===== config.mk =====
export PLATFORM = sky130hd
export DESIGN_NAME = char_lcd_command_generator
export DESIGN_NICKNAME = d
export VERILOG_FILES = /design/src/clcd_pkg.sv /design/src/char_lcd_command_generator.sv
export SDC_FILE = /design/constraint.sdc
export NUM_CORES = 1
export LEC_CHECK = 0
export BUFFER_PORTS_ARGS = -buffer_cell sky130_fd_sc_hd__buf_2
export CORE_UTILIZATION = 25
export CTS_CLUSTER_DIAMETER = 50
export DETAILED_ROUTE_END_ITERATION = 10
export MAX_ROUTING_LAYER = met4
export PLACE_DENSITY_LB_ADDON = 0.12
export REMOVE_ABC_BUFFERS = 1
export SLEW_MARGIN = 20
export SYNTH_ARGS = -nofsm -noshare
export SYNTH_HDL_FRONTEND = slang
export SYNTH_SLANG_ARGS = --single-unit

===== constraint.sdc =====
create_clock -name clk -period 5.4 [get_ports clk]
set_input_delay 0.27 -clock clk [delete_from_list [all_inputs] [get_ports clk]]
set_output_delay 0.27 -clock clk [all_outputs]
set_load 0.02 [all_outputs]

===== src/clcd_pkg.sv =====
`timescale 1ns / 1ps
// Shared constants for the character-LCD command generator.
// No dependencies.
package clcd_pkg;

  typedef enum logic [1:0] {
    FUNC_INIT   = 2'd0,
    FUNC_CLEAR  = 2'd1,
    FUNC_CHAR   = 2'd2,
    FUNC_NUMBER = 2'd3
  } func_t;

  localparam logic [7:0] CMD_FUNCTION_SET = 8'h38;
  localparam logic [7:0] CMD_DISPLAY_ON   = 8'h0C;
  localparam logic [7:0] CMD_ENTRY_MODE   = 8'h06;
  localparam logic [7:0] CMD_CLEAR        = 8'h01;
  localparam logic [7:0] LINE0_BASE       = 8'h80;
  localparam logic [7:0] LINE1_BASE       = 8'hC0;
  localparam logic [7:0] ASCII_ZERO       = 8'h30;
  localparam logic [4:0] NUMBER_BASE      = 5'd10;

  localparam logic RS_COMMAND = 1'b0;
  localparam logic RS_DATA    = 1'b1;

endpackage


===== src/char_lcd_command_generator.sv =====
`timescale 1ns / 1ps
// Character-LCD command generator: one request in, a run of bus write words out.
// Depends on clcd_pkg.
//
//   channel | handshake          | word
//   --------+--------------------+-------------------------------------------------
//   in      | in_valid/in_ready  | func, row, column, char_code, number_value, digit_count
//   out     | out_valid/out_ready| reg_select, bus_byte, last_of_run
//
// One request at a time; in_ready is high only between requests.
// A request is accepted while idle. Init then emits 4 words, clear 1, char 2.
// Number first runs the bit-serial divide-by-ten loop (one quotient bit per cycle,
// digit_count capped at MAX_DIGITS), then emits an address word and a data word per digit.
// Output stalls hold the sequencer outside the divide loop; reset (rst, synchronous) empties the output register.
module char_lcd_command_generator
  import clcd_pkg::*;
#(
  parameter int MAX_DIGITS  = 10,
  parameter int NUMBER_BITS = 32
) (
  input  logic        clk,
  input  logic        rst,
  input  logic        in_valid,
  output logic        in_ready,
  input  logic [1:0]  func,
  input  logic        row,
  input  logic [5:0]  column,
  input  logic [7:0]  char_code,
  input  logic [31:0] number_value,
  input  logic [3:0]  digit_count,
  output logic        out_valid,
  input  logic        out_ready,
  output logic        reg_select,
  output logic [7:0]  bus_byte,
  output logic        last_of_run
);

  localparam int DW = $clog2(MAX_DIGITS + 1);
  localparam int BW = $clog2(NUMBER_BITS);
  localparam logic [BW-1:0] BIT_LAST = BW'(NUMBER_BITS - 1);
  localparam logic [3:0]    MAX_CNT  = 4'(MAX_DIGITS);

  typedef enum logic [2:0] {
    S_IDLE,
    S_INIT,
    S_CLEAR,
    S_CHAR_ADDR,
    S_CHAR_DATA,
    S_DIV,
    S_NUM_ADDR,
    S_NUM_DATA
  } state_t;

  state_t                 state;
  logic [1:0]             step;
  logic [7:0]             addr;
  logic [7:0]             chr;
  logic [NUMBER_BITS-1:0] value;
  logic [3:0]             rem;
  logic [BW-1:0]          bit_cnt;
  logic [DW-1:0]          cnt;
  logic [DW-1:0]          dig_cnt;
  logic [3:0]             digits [MAX_DIGITS];

  logic                   out_free;
  logic                   word_load;
  logic                   accept;
  logic [4:0]             trial;
  logic                   q_bit;
  logic [3:0]             rem_next;
  logic [7:0]             addr_start;
  logic [DW-1:0]          cnt_in;
  logic [7:0]             init_byte;
  logic                   dig_last;

  assign in_ready  = (state == S_IDLE);
  assign accept    = in_valid && in_ready;
  assign out_free  = !out_valid || out_ready;
  assign word_load = out_free && (state != S_IDLE) && (state != S_DIV);

  assign trial     = {rem, value[NUMBER_BITS-1]};
  assign q_bit     = (trial >= NUMBER_BASE);
  assign rem_next  = q_bit ? 4'(trial - NUMBER_BASE) : trial[3:0];

  assign addr_start = (row ? LINE1_BASE : LINE0_BASE) + {2'b00, column};
  assign cnt_in     = (digit_count > MAX_CNT) ? DW'(MAX_DIGITS) : DW'(digit_count);
  assign dig_last   = ((dig_cnt + DW'(1)) == cnt);

  always_comb begin
    unique case (step)
      2'd0:    init_byte = CMD_FUNCTION_SET;
      2'd1:    init_byte = CMD_DISPLAY_ON;
      2'd2:    init_byte = CMD_ENTRY_MODE;
      default: init_byte = CMD_CLEAR;
    endcase
  end

  always_ff @(posedge clk) begin
    if (rst) begin
      state     <= S_IDLE;
      out_valid <= 1'b0;
      step      <= '0;
      bit_cnt   <= '0;
      dig_cnt   <= '0;
    end else begin
      if (word_load) begin
        out_valid <= 1'b1;
      end else if (out_ready) begin
        out_valid <= 1'b0;
      end
      unique case (state)
        S_IDLE: begin
          if (accept) begin
            addr    <= addr_start;
            chr     <= char_code;
            value   <= number_value[NUMBER_BITS-1:0];
            rem     <= '0;
            cnt     <= cnt_in;
            step    <= '0;
            bit_cnt <= '0;
            dig_cnt <= '0;
            unique case (func_t'(func))
              FUNC_INIT:   state <= S_INIT;
              FUNC_CLEAR:  state <= S_CLEAR;
              FUNC_CHAR:   state <= S_CHAR_ADDR;
              FUNC_NUMBER: state <= (cnt_in == '0) ? S_IDLE : S_DIV;
              default:     state <= S_IDLE;
            endcase
          end
        end
        S_INIT: begin
          if (out_free) begin
            reg_select  <= RS_COMMAND;
            bus_byte    <= init_byte;
            last_of_run <= (step == 2'd3);
            step        <= step + 2'd1;
            if (step == 2'd3) begin
              state <= S_IDLE;
            end
          end
        end
        S_CLEAR: begin
          if (out_free) begin
            reg_select  <= RS_COMMAND;
            bus_byte    <= CMD_CLEAR;
            last_of_run <= 1'b1;
            state       <= S_IDLE;
          end
        end
        S_CHAR_ADDR: begin
          if (out_free) begin
            reg_select  <= RS_COMMAND;
            bus_byte    <= addr;
            last_of_run <= 1'b0;
            state       <= S_CHAR_DATA;
          end
        end
        S_CHAR_DATA: begin
          if (out_free) begin
            reg_select  <= RS_DATA;
            bus_byte    <= chr;
            last_of_run <= 1'b1;
            state       <= S_IDLE;
          end
        end
        S_DIV: begin
          // restoring divide by ten, one quotient bit per cycle
          value <= {value[NUMBER_BITS-2:0], q_bit};
          if (bit_cnt == BIT_LAST) begin
            bit_cnt   <= '0;
            rem       <= '0;
            digits[0] <= rem_next;
            for (int i = 1; i < MAX_DIGITS; i++) begin
              digits[i] <= digits[i-1];
            end
            if (dig_last) begin
              dig_cnt <= '0;
              state   <= S_NUM_ADDR;
            end else begin
              dig_cnt <= dig_cnt + DW'(1);
            end
          end else begin
            bit_cnt <= bit_cnt + BW'(1);
            rem     <= rem_next;
          end
        end
        S_NUM_ADDR: begin
          if (out_free) begin
            reg_select  <= RS_COMMAND;
            bus_byte    <= addr;
            last_of_run <= 1'b0;
            state       <= S_NUM_DATA;
          end
        end
        S_NUM_DATA: begin
          if (out_free) begin
            reg_select  <= RS_DATA;
            bus_byte    <= ASCII_ZERO + {4'b0000, digits[0]};
            last_of_run <= dig_last;
            addr        <= addr + 8'd1;
            dig_cnt     <= dig_cnt + DW'(1);
            for (int i = 0; i < MAX_DIGITS - 1; i++) begin
              digits[i] <= digits[i+1];
            end
            digits[MAX_DIGITS-1] <= '0;
            state <= dig_last ? S_IDLE : S_NUM_ADDR;
          end
        end
        default: state <= S_IDLE;
      endcase
    end
  end

endmodule


==> results.py <==
metrics = {
    "clock_network": {
        "cts_buffer_depth": 2,
        "cts_setup_buffers": 0,
        "ctsRootBufferMaster": "clkbuf_16",
        "numCtsBuffers": 17,
        "cts.reportedPaths.clkPinSlew_ps": 60,
        "cts_num_sinks": 121,
        "tritoncts": "built",
        "hold_buffers": 0,
        "cts_htree_levels": 4,
        "cts.repair.resized": 0,
        "clkLatencyLatePin_ps": 420,
    },
    "timing": {
        "skew_ps": 12.37,
        "rsz0062_at_grt": "no",
        "whs_ps": 20.37,
        "tightest_slew_ps": 1077,
        "maxSlewHeadroom": 0.2813,
        "max_freq_ghz": 0.3064,
        "period_share": 0.6043,
        "finalHoldViolCount": 0,
        "setup_tns_ps": 0,
        "setup_viol": 0,
        "report.final.slew_viol_count": 0,
        "period_needed_ps": 3263,
    },
    "place": {
        "dp.cells": 884,
        "dp_hpwl_mm": 8.258,
        "portBuffers": 68,
        "gp_congestion": 0.7577,
    },
    "global_route": {
        "grt_max_degree": 41,
        "grt_pass1_wl_mm": 20.99,
        "antenna_found_initial": 0,
        "track_usage": 0.1182,
        "grt_pass1_vias": 3943,
        "globalRouteOverflowTotal": 0,
    },
    "synthesis": {
        "async_flop_share": 0,
        "ys_ff_latch": 121,
        "syn_area_um2": 5724,
        "synth.distinct_cells": 53,
        "syn_area_per_cell_um2": 10.24,
        "synth-main-ff-cell": "edfxtp_1",
        "ys_warn_count": 0,
        "synth_cells": 559,
        "synth_edf_count": 106,
        "seq_area_frac_synth": 0.6085,
    },
    "critical_path": {
        "max_stage_delay_ps": 1030,
        "cp_top_family": "flip-flops",
        "required_ps": 5450,
        "path_buf_inv": 2,
        "worstPathCellList": "nand3_2 -> or3_1 -> buf_4 -> o21ai_4 -> buf_4",
        "end_kind": "flip-flop",
        "worst_setup_path_start_kind": "flip-flop",
        "path_class": "reg2reg",
        "worstPathArrival_ps": 3310,
        "cpMaxStageDelayCell": "dfxtp_1",
        "critical_path.max_fanout": 40,
        "path_common_cell": "buf_4",
    },
    "floorplan": {
        "die_w_um": 153.3,
        "die_h_um": 153.3,
        "placementRows": 54,
        "io_pins": 69,
        "core_um2": 22160,
        "initial_core_util": 0.2583,
        "die_area_um2": 23510,
    },
    "final_layout": {
        "fillers": 2305,
        "seq_area_um2": 3483,
        "multi_input_area_um2": 2103,
        "area_growth_pct": 21.20,
        "final_util": 0.3131,
        "drive_gt1_frac": 0.1808,
        "final_cells": 916,
        "antenna_cells": 0,
        "layout.nets": 692,
    },
    "route": {
        "num_vias": 4018,
        "ant_nets": 0,
        "top_layer": "met4",
        "wl_met2_mm": 5.590,
        "routed_wl_mm": 12.54,
        "drt_iter0_drc": 359,
        "drcViolationCount": 0,
        "wl_met1_mm": 6.293,
        "routedWlPerCell_um": 13.69,
        "viasPerCell": 4.386,
        "first_pass_iters": 4,
        "route.met3.wl_um": 499,
    },
    "outcome": {
        "status": "completed",
    },
    "power": {
        "irDropWorstVdd_mv": 0.2447,
        "powerDensity_nw_per_um2": 401.7,
        "leakage_uw": 0.002737,
    },
    "worst_hold_path": {
        "hold_class": "in2reg",
    },
    "run": {
        "drv_cap": 0,
    },
}
synth_stat cells (all sizes together) (7+ instances only):
cell    number  area [um^2]
a21oi       20        100.1
and2         8        50.05
buf         14        78.82
clkbuf      15        57.55
dfxtp       15        300.3
edfxtp     106         3183
ha          12        150.1
inv          8        30.03
nand2      216        810.8
nand2b       8        50.05
nand3        7        40.04
nor2        24        90.09
nor3         9        50.05
o21ai       25        128.9
xnor2        7        61.31
stage by stage:
stage	power, uW	setup slack, ps	cell area [um^2]
floorplan	1500	1522	5588
global placement	1665	2225	6345
detailed placement	1668	2157	6345
CTS	2818	2144	6930
global route	2924	1901	6938
finish	2787	2137	6938
kinds of logic (layout without fill, tap and decap cells):
logic type      Yosys count  count (layout)  synth area share
simple gates            291             291            0.2138
flops                   121             121            0.6085
fa+ha+maj                12              12           0.02623
xor+xnor                 13              13           0.02251
buf+inv                  37             114           0.02907
mux                       9               9           0.01661
compound gates           76              76           0.08328
path summary, 6_finish.rpt:
path	start	to	slack [ps]	depth (start not counted)
setup / recovery	state[2]	digits[4][3]	2140	5
hold / removal	char_code[4]	chr[4]	20	1
setup reg to reg	state[2]	digits[4][3]	2140	5
hold reg to reg	bit_cnt[3]	bit_cnt[3]	480	1
state kept, by name (all words and copies together) (netlist names):
name	cells
step	2
chr	8
state	3
cnt	4
bit_cnt	5
value	32
dig_cnt	4
reg_select	1
rem	4
out_valid	1
digits	40
last_of_run	1
addr	8
bus_byte	8
report_power, final:
group	switching [uW]	internal [uW]	leakage, uW
Combinational	280	160	0.00137
Clock	422	718	0.000278
Sequential	69.3	1140	0.00109
Total	772	2020	0.00274
layout by cell type (no fill, tap or decap), types with 2 or more instances in the layout:
| master | instances |
|---|---|
| nand2_1 | 216 |
| edfxtp_1 | 106 |
| buf_2 | 68 |
| o21ai_0 | 23 |
| nor2_1 | 22 |
| a21oi_1 | 20 |
| clkbuf_16 | 17 |
| dfxtp_1 | 15 |
| ha_1 | 12 |
| nand2b_1 | 8 |
| inv_1 | 8 |
| and2_1 | 8 |
| xnor2_1 | 7 |
| nor3_1 | 7 |
| nand3_1 | 6 |
| buf_4 | 6 |
| mux2i_1 | 5 |
| nor2b_1 | 5 |
| xor2_1 | 5 |
| a21o_1 | 5 |
| a211oi_1 | 5 |
| a22oi_1 | 4 |
| mux2_2 | 3 |
| o22ai_1 | 3 |
| clkinv_1 | 3 |
| clkinv_2 | 3 |
| bufinv_16 | 3 |
| clkinvlp_4 | 3 |
| or3_1 | 2 |
| o221ai_1 | 2 |
| and3_1 | 2 |
| o31ai_1 | 2 |
| or2_2 | 2 |
| a221oi_1 | 2 |
| nand3b_1 | 2 |
| nor4_1 | 2 |
| clkinv_4 | 2 |
area by class of cell:
type                    instances  area share
multi-input cells             401      0.3032
repair buffers                 74     0.05555
clock buffers                  18     0.06186
flip-flops and latches        121      0.5021
inverters                       8    0.004328
well taps                     280     0.05050
clock inverters                14     0.02254
routing by layer:
| metal | track usage | vias to the layer above |
|---|---|---|
| met2 | 0.1713 | 81 |
| li1 | - | 2060 |
| met3 | 0.03090 | 12 |
| met5 | - | - |
| met1 | 0.1543 | 1865 |
| met4 | 0.05195 | 0 |
Note: power is estimated with default switching activity, not from simulation.
